### config.mk
export PLATFORM = sky130hd
export DESIGN_NAME = msh_mul
export DESIGN_NICKNAME = d
export VERILOG_FILES = /design/src/rtl/multiply_shift_hash_conflict_check_top_defines.svh /design/src/rtl/msh_pkg.sv /design/src/rtl/msh_mul.sv
export SDC_FILE = /design/constraint.sdc
export NUM_CORES = 2
export LEC_CHECK = 0
export BUFFER_PORTS_ARGS = -buffer_cell sky130_fd_sc_hd__buf_2
export CAP_MARGIN = 10
export CORE_MARGIN = 10
export CORE_UTILIZATION = 63
export DETAILED_ROUTE_END_ITERATION = 6
export HOLD_SLACK_MARGIN = 0.03
export PLACE_DENSITY = 0.81
export SETUP_SLACK_MARGIN = 0.02
export SYNTH_ARGS = -nofsm -noshare
export SYNTH_HDL_FRONTEND = slang
export SYNTH_SLANG_ARGS = --single-unit
### constraint.sdc
create_clock -name clock -period 15.3 [get_ports clock]
set_input_delay 1.53 -clock clock [delete_from_list [all_inputs] [get_ports clock]]
set_output_delay 1.53 -clock clock [all_outputs]
set_load 0.1 [all_outputs]
### src/rtl/multiply_shift_hash_conflict_check_top_defines.svh
// ----------------------------------------------------------------------------
// Multiply-shift hash checker assertion macros
// Short forms for the concurrent checks of the top level.
// ----------------------------------------------------------------------------
`ifndef MULTIPLY_SHIFT_HASH_CONFLICT_CHECK_TOP_DEFINES_SVH
`define MULTIPLY_SHIFT_HASH_CONFLICT_CHECK_TOP_DEFINES_SVH

// same-cycle implication, quiet during reset
`define MSH_ASSERT_IMPLIES(label, clk, rst, ante, cons, msg) \
   label: assert property (@(posedge clk) disable iff (rst) (ante) |-> (cons)) \
      else $error(msg);

// next-cycle implication, quiet during reset
`define MSH_ASSERT_NEXT(label, clk, rst, ante, cons, msg) \
   label: assert property (@(posedge clk) disable iff (rst) (ante) |=> (cons)) \
      else $error(msg);

`endif

### src/rtl/msh_pkg.sv
// ----------------------------------------------------------------------------
// Multiply-shift hash checker package
// Sizes, table entry layout, status and register codes.
// ----------------------------------------------------------------------------
`default_nettype none

package msh_pkg;

   localparam int MAX_HASH_BITS = 12;
   localparam int TABLE_DEPTH   = 1 << MAX_HASH_BITS;
   localparam int IDX_W         = MAX_HASH_BITS;
   localparam int SLOT_W        = 12;
   localparam int DATA_W        = 64;
   localparam int HALF_W        = DATA_W / 2;
   localparam int HB_W          = 4;
   localparam int EFF_W         = $clog2(MAX_HASH_BITS + 1);
   localparam int EPOCH_W       = 8;
   localparam int CSR_IDX_W     = 2;

   // register indexes
   localparam logic [CSR_IDX_W-1:0] CSR_MULTIPLIER = 2'd0;
   localparam logic [CSR_IDX_W-1:0] CSR_HASH_BITS  = 2'd1;

   localparam logic [HB_W-1:0] HASH_BITS_RESET = 4'd12;

   typedef enum logic [1:0] {
      ST_STORED   = 2'd0,
      ST_MATCHED  = 2'd1,
      ST_CONFLICT = 2'd2,
      ST_SKIPPED  = 2'd3
   } status_type;

   // one table word: test epoch tag plus stored value
   typedef struct packed {
      logic [EPOCH_W-1:0] tag;
      logic [DATA_W-1:0]  value;
   } entry_type;

endpackage

`default_nettype wire

### src/rtl/msh_mul.sv
// ----------------------------------------------------------------------------
// Multiply-shift hash checker product unit
// Low 64 bits of a 64x64 product from one shared 32x32 multiplier, 4 steps.
// ----------------------------------------------------------------------------
`default_nettype none

module msh_mul (
   input  wire logic                       clock,
   input  wire logic                       reset,
   input  wire logic                       start,
   input  wire logic [msh_pkg::DATA_W-1:0] a,
   input  wire logic [msh_pkg::DATA_W-1:0] b,
   output logic                            done,
   output logic      [msh_pkg::DATA_W-1:0] prod
);
   import msh_pkg::*;

   typedef enum logic [2:0] {
      MUL_IDLE,
      MUL_LL,
      MUL_LH,
      MUL_HL,
      MUL_SUM
   } mul_state_type;

   mul_state_type       state_ff, state_in;
   logic [DATA_W-1:0]   lo_ff, lo_in;
   logic [HALF_W-1:0]   cross_ff, cross_in;
   logic [DATA_W-1:0]   prod_ff, prod_in;
   logic                done_ff, done_in;

   logic [HALF_W-1:0]   op_a, op_b;
   logic [DATA_W-1:0]   pp;

   // operand select for the shared multiplier
   always_comb begin
      unique case (state_ff)
         MUL_LH: begin
            op_a = a[HALF_W-1:0];
            op_b = b[DATA_W-1:HALF_W];
         end
         MUL_HL: begin
            op_a = a[DATA_W-1:HALF_W];
            op_b = b[HALF_W-1:0];
         end
         default: begin
            op_a = a[HALF_W-1:0];
            op_b = b[HALF_W-1:0];
         end
      endcase
   end

   assign pp = DATA_W'(op_a) * DATA_W'(op_b);

   // step sequence; cross terms only matter in their low half
   always_comb begin
      state_in = state_ff;
      lo_in    = lo_ff;
      cross_in = cross_ff;
      prod_in  = prod_ff;
      done_in  = 1'b0;
      unique case (state_ff)
         MUL_IDLE: begin
            if (start) state_in = MUL_LL;
         end
         MUL_LL: begin
            lo_in    = pp;
            state_in = MUL_LH;
         end
         MUL_LH: begin
            cross_in = pp[HALF_W-1:0];
            state_in = MUL_HL;
         end
         MUL_HL: begin
            cross_in = cross_ff + pp[HALF_W-1:0];
            state_in = MUL_SUM;
         end
         MUL_SUM: begin
            prod_in  = lo_ff + {cross_ff, HALF_W'(0)};
            done_in  = 1'b1;
            state_in = MUL_IDLE;
         end
      endcase
   end

   always_ff @(posedge clock) begin
      if (reset) begin
         state_ff <= MUL_IDLE;
         done_ff  <= 1'b0;
      end else begin
         state_ff <= state_in;
         done_ff  <= done_in;
      end
      lo_ff    <= lo_in;
      cross_ff <= cross_in;
      prod_ff  <= prod_in;
   end

   assign done = done_ff;
   assign prod = prod_ff;

endmodule

`default_nettype wire

---- After elaboration in Yosys (flattened, before gate mapping) ----
Cells that the tools add are included.
cells by class
  $add $sub $neg .......................... 2
  multiply operators ...................... 1
  div/mod/pow operators ................... 0
  magnitude comparators ................... 0
  equality and inequality tests ........... 5
  shift-type cells ........................ 0
  multiplexer cells ....................... 6
  bitwise logic cells ..................... 0
  reduce and logical (&&, ||, !) cells .... 2
operator list
  cell                                           number
  adder 64 bit                                   1
  multiplier 32 x 32 -> 64 bit                   1
  two-way mux 32 bit                             2
  one-hot mux 32 bit (2 select lines)            1
  adder 32 bit                                   1
  one-hot mux 3 bit (5 select lines)             1
  == test 3 x 2 -> 1 bit, second input constant  2
  == test 3 x 1 -> 1 bit, second input constant  1
  == test 3 bit, second input constant           1
  zero test 3 bit                                1
  two-way mux 3 bit                              1
  != test 2 bit, second input constant           1
  nonzero test 2 bit                             1
  two-way mux 1 bit                              1
storage, ports and cells
  register bits ........................... 164
  bits in latches ......................... 0
  memory bits (writable) .................. 0
  bits in read-only memories .............. 0
  input bits .............................. 131
  output and inout bits ................... 65
  logic and storage cells ................. 21
  memories kept ........................... 0

---- Logic depth before layout (Yosys ltp) ----
  word-level depth ........................ 5
  gate-level depth with buffers ........... 41
  depth with buffers taken out ............ 38

---- Worst setup path after synthesis ----
OpenSTA, ideal clock, no wires.
  path kind ............................... reg2reg
  from .................................... register state_ff[1]
  to ...................................... register cross_ff[30] (data pin)
  setup time .............................. 0.266 ns
  arrival ................................. 11.289 ns
  data required time ...................... 15.034 ns
  setup slack ............................. 3.745 ns
  stages on the path, launching flop included .. 39
  path buffers ............................ 4
  clock period less this slack ............ 11.555 ns
  cells stage by stage .................... dfxtp_1 > nor2b_1 > nand2_1 > buf_1 > clkbuf_1 > mux2i_1 > clkbuf_1 > nor2_1 > fa_1 > inv_1 > fa_1 > fa_1 > fa_1 > inv_1 > fa_1 > inv_1 > fa_1 > inv_1 > [3 not listed] > clkbuf_1 > o21a_1 > o21ai_0 > o21ai_0 > a21boi_0 > xnor2_1 > ha_1 > a21o_1 > a21oi_1 > o21bai_1 > a21oi_1 > o21ai_0 > or3_1 > a221o_1 > a21o_1 > a21oi_1 > xor2_1 > o21ai_1
between the ends
  cells in the longest elaborated chain, start to end .. 5
  elaborated cells between the ends (all ways) .. 7
  classes of those cells .................. add/sub (1); mul (1); eq/ne (2); mux (3)
RTL lines
  element                                RTL line       source
  from (decl)                            msh_mul.sv:26  mul_state_type state_ff, state_in;
  from (signal assigned)                 msh_mul.sv:91  state_ff <= state_in;
  == test 3 x 2 -> 1 bit                 msh_mul.sv:37  unique case (state_ff)
  two-way mux 32 bit                     msh_mul.sv:37
  multiplier 32 x 32 -> 64 bit *         msh_mul.sv:53  assign pp = DATA_W'(op_a) * DATA_W'(op_b);
  via pp[21]                             msh_mul.sv:33  logic [DATA_W-1:0] pp;
  adder 32 bit *                         msh_mul.sv:75  cross_in = cross_ff + pp[HALF_W-1:0];
  one-hot mux 32 bit (2 select lines) *  msh_mul.sv:62  unique case (state_ff)
  via cross_in[30]                       msh_mul.sv:28  logic [HALF_W-1:0] cross_ff, cross_in;
  to (signal assigned)                   msh_mul.sv:95  cross_ff <= cross_in;
  to (decl)                              msh_mul.sv:28
The timed path passes the listed nets; every way through them passes the cells marked *.
A chain may end at the register's enable or synchronous reset.

---- Final worst setup path ----
Same ends and word-level chain as after synthesis.

==> implementation parameters <==
Parameter                              Value

Global routing
  Global-route usage over all layers ... 0.3386
  Number of global-route vias before repair ... 34306
  Initial antenna violation count ... 3
  Wire length of the first global-routing pass ... 194200 µm
  Largest net degree at the start of global routing ... 60
  Congestion Overflow GR ... 0

Clocking
  Inserted Clock Buffers ... 17
  TritonCTS clock tree ... done
  Number of cells upsized or downsized after cts ... 0
  Clk Latency, worst-skew pair ... 440 ps
  CTS H-tree lvls ... 4
  Maximum count of clock buffers along a single path ... 2
  Library cell used as clock root buffer ... clkbuf_16
  Clock input transition at the sequential cells of the worst setup and hold paths ... 70 ps
  Number of buffers inserted for hold repair after clock tree synthesis ... 0
  Setup fix buffers added after clock tree synthesis ... 0
  Clock sink count ... 164

Die
  Starting density of the core ... 0.6360
  Die outline area ... 75680 µm²
  Height of the die ... 275.1 µm
  Chip width ... 275.1 µm
  Number of cell rows ... 93
  I/O pin count ... 196
  Area inside the core boundary ... 64460 µm²

Place
  Half-perimeter wire length after placement ... 100800 µm
  Placed cell areas ... 42900 µm²
  Placed cells ... 5313
  Placer's final routability congestion estimate ... 1.007
  Count of buffers from port buffering ... 195

Synth
  Number of flip-flops and latches in the synthesized netlist ... 164
  Main flop type after synthesis ... edfxtp_1
  Post-synthesis instance total ... 4393
  Per-instance average area after synthesis ... 9.333 µm²
  Total standard cell area after synthesis ... 41000 µm²
  EDFF count, synth ... 160
  Sequential-to-total area share from yosys stat ... 0.1191
  Post-synth net total ... 5749
  Yosys warnings ... 0
  Area fraction of the dominant cell type after synthesis ... 0.4385
  Cell taking the most area after synthesis ... fa_1
  Top cells by area in the synthesized netlist ... fa_1, edfxtp_1, ha_1, inv_1, nand2_1
  Post-synth cell types ... 61
  Async SR Flop Fraction ... 0

Finish
  Number of nets in the final layout ... 5834
  Layout cell share with drive strength beyond 1 ... 0.08595
  Growth of design area from synthesis to finish ... 6.006%
  Layout Cells excl Fill ... 5347
  Design area ... 43460 µm²
  Final Core Density ... 0.6742

STA
  Worst slew slack as a fraction of its limit ... 0.06955
  Fin crit period ... 12200 ps
  Max Freq ... 81.94 MHz
  Setup skew after layout ... 13.92 ps
  Max-slew violation total from the final report ... 0
  Setup_tns ... 0 ps
  RSZ-0062 raised after global routing ... no
  Final setup fails ... 0
  Crit share post-route ... 0.7976
  Slew at the pin with the worst max-slew slack ... 1357 ps
  Final-report hold violation count ... 0

Detailed routing
  Count of antenna-violating nets left after detailed routing ... 0
  Wire length per cell after detailed routing ... 23.49 µm
  Final Routed Wirelength ... 125600 µm
  DR vias/cell ... 6.052
  Residual DRC ... 0
  Violation count after the first detailed-routing iteration ... 3143
  Via count ... 32360
  Initial DRT Pass Iterations ... 6

Worst setup path
  Worst reg2reg path depth ... 37
  Worst path required time ... 15470 ps
  Startpoint types ... register
  Cell mode on critical path ... fa_1
  Largest fanout of any net on the critical path ... 38
  Startpoint of the lowest-slack register-to-register path ... state_ff[1]
  Register-to-Register Setup Slack ... 3100 ps
  Critical path type ... register to register
  Slowest library cell on the worst path ... nor2b_4
  Critical path endpoint category ... register
  Largest incremental delay on the critical path ... 940 ps
  Terminus of the critical flop-to-flop path ... cross_ff[30]
  Data arrival time of the worst path ... 12370 ps
  Crit path launch ... state_ff[1]

Outcome
  Run status ... complete, no violations

Worst hold path
  Hold Crit Depth ... 0
  Type of the most critical hold path ... register to register
  Terminating pin of the worst hold path ... prod[9]
  Hold wc startpoint ... lo_ff[9]

Flow run
  Max-Cap Viols ... 0
area by class of cell:
| type | count | area, µm² |
|---|---|---|
| Antenna cell | 1 | 2.502 |
| Clock buffer | 17 | 425.4 |
| Clock inverter | 15 | 116.4 |
| Fill cell | 5072 | 21000 |
| Inverter | 914 | 3431 |
| Multi-Input combinational cell | 3124 | 32090 |
| Sequential cell | 164 | 4885 |
| Tap cell | 855 | 1070 |
| Timing Repair Buffer | 257 | 1445 |
logic make-up (layout without fill, tap and decap cells):
| group | count (synthesis) | after routing | synth area share |
|---|---|---|---|
| other | 0 | 1 | 0 |
| AO/OA/AOI/OAI | 372 | 372 | 0.05826 |
| adder cells (fa/ha/maj) | 1225 | 1225 | 0.5383 |
| AND/OR/NAND/NOR | 1286 | 1286 | 0.1260 |
| multiplexers | 122 | 122 | 0.03171 |
| XOR/XNOR | 119 | 119 | 0.02542 |
| buffers and inverters | 1105 | 1203 | 0.1012 |
| flip-flops | 164 | 164 | 0.1191 |
Yosys cell counts, types with 59 or more instances:
cell / count
a21oi_1: 105
o21ai_0: 77
mux2_2: 63
edfxtp_1: 160
fa_1: 898
ha_1: 327
xnor2_1: 73
nor2_1: 412
mux2i_1: 59
nand2_1: 727
inv_1: 914
clkbuf_1: 172
critical path: cells and delay by family (launching register included):
family	cells	cell delay (ps)
buf+inv	6	1190
flops	1	470
mux	1	260
compound gates	14	2740
fa+ha+maj	10	4630
xor+xnor	2	380
simple gates	4	2210
worst max-delay path by stage:
stage                              end  slack (ps)  cells after the start
final                     cross_ff[30]        3100                     37
after global routing      cross_ff[30]        2510                     37
after CTS                 cross_ff[30]        3170                     37
after detailed placement  cross_ff[30]        3200                     37
after global placement    cross_ff[30]        3440                     37
after floorplan           cross_ff[30]        3750                     38
flip-flops by register name, summed over array words and instances (netlist names):
name / flops
lo_ff: 64
state_ff: 3
cross_ff: 32
prod: 64
done: 1
layer usage:
| metal | GRT usage | share of wire | wire length [µm] |
|---|---|---|---|
| met5 | 0 | 0.00029 | 36 |
| met4 | 0.1773 | 0.063 | 7914 |
| met3 | 0.1025 | 0.14 | 17400 |
| met2 | 0.5208 | 0.44 | 55860 |
| met1 | 0.4293 | 0.35 | 44380 |
stage by stage:
stage,hold WS (ps),setup slack (ps)
final,422.6,3096
after global placement,402.2,3436
after floorplan,400.3,3745
after detailed placement,407.4,3196
after CTS,423.0,3168
after global routing,427.3,2514
placed cells by master, fill, tap and decap left out, types with 63 or more instances in the layout:
cell type | synthesis | routed
edfxtp_1 | 160 | 160
inv_1 | 914 | 914
fa_1 | 898 | 898
nand2_1 | 727 | 726
buf_2 | 2 | 195
a21oi_1 | 105 | 105
o21ai_0 | 77 | 77
xnor2_1 | 73 | 73
ha_1 | 327 | 327
nor2_1 | 412 | 412
mux2_2 | 63 | 63
Power is left out: the tool's default activity adds up to more than one toggle a clock period on the data nets, which glitch-free logic cannot reach.
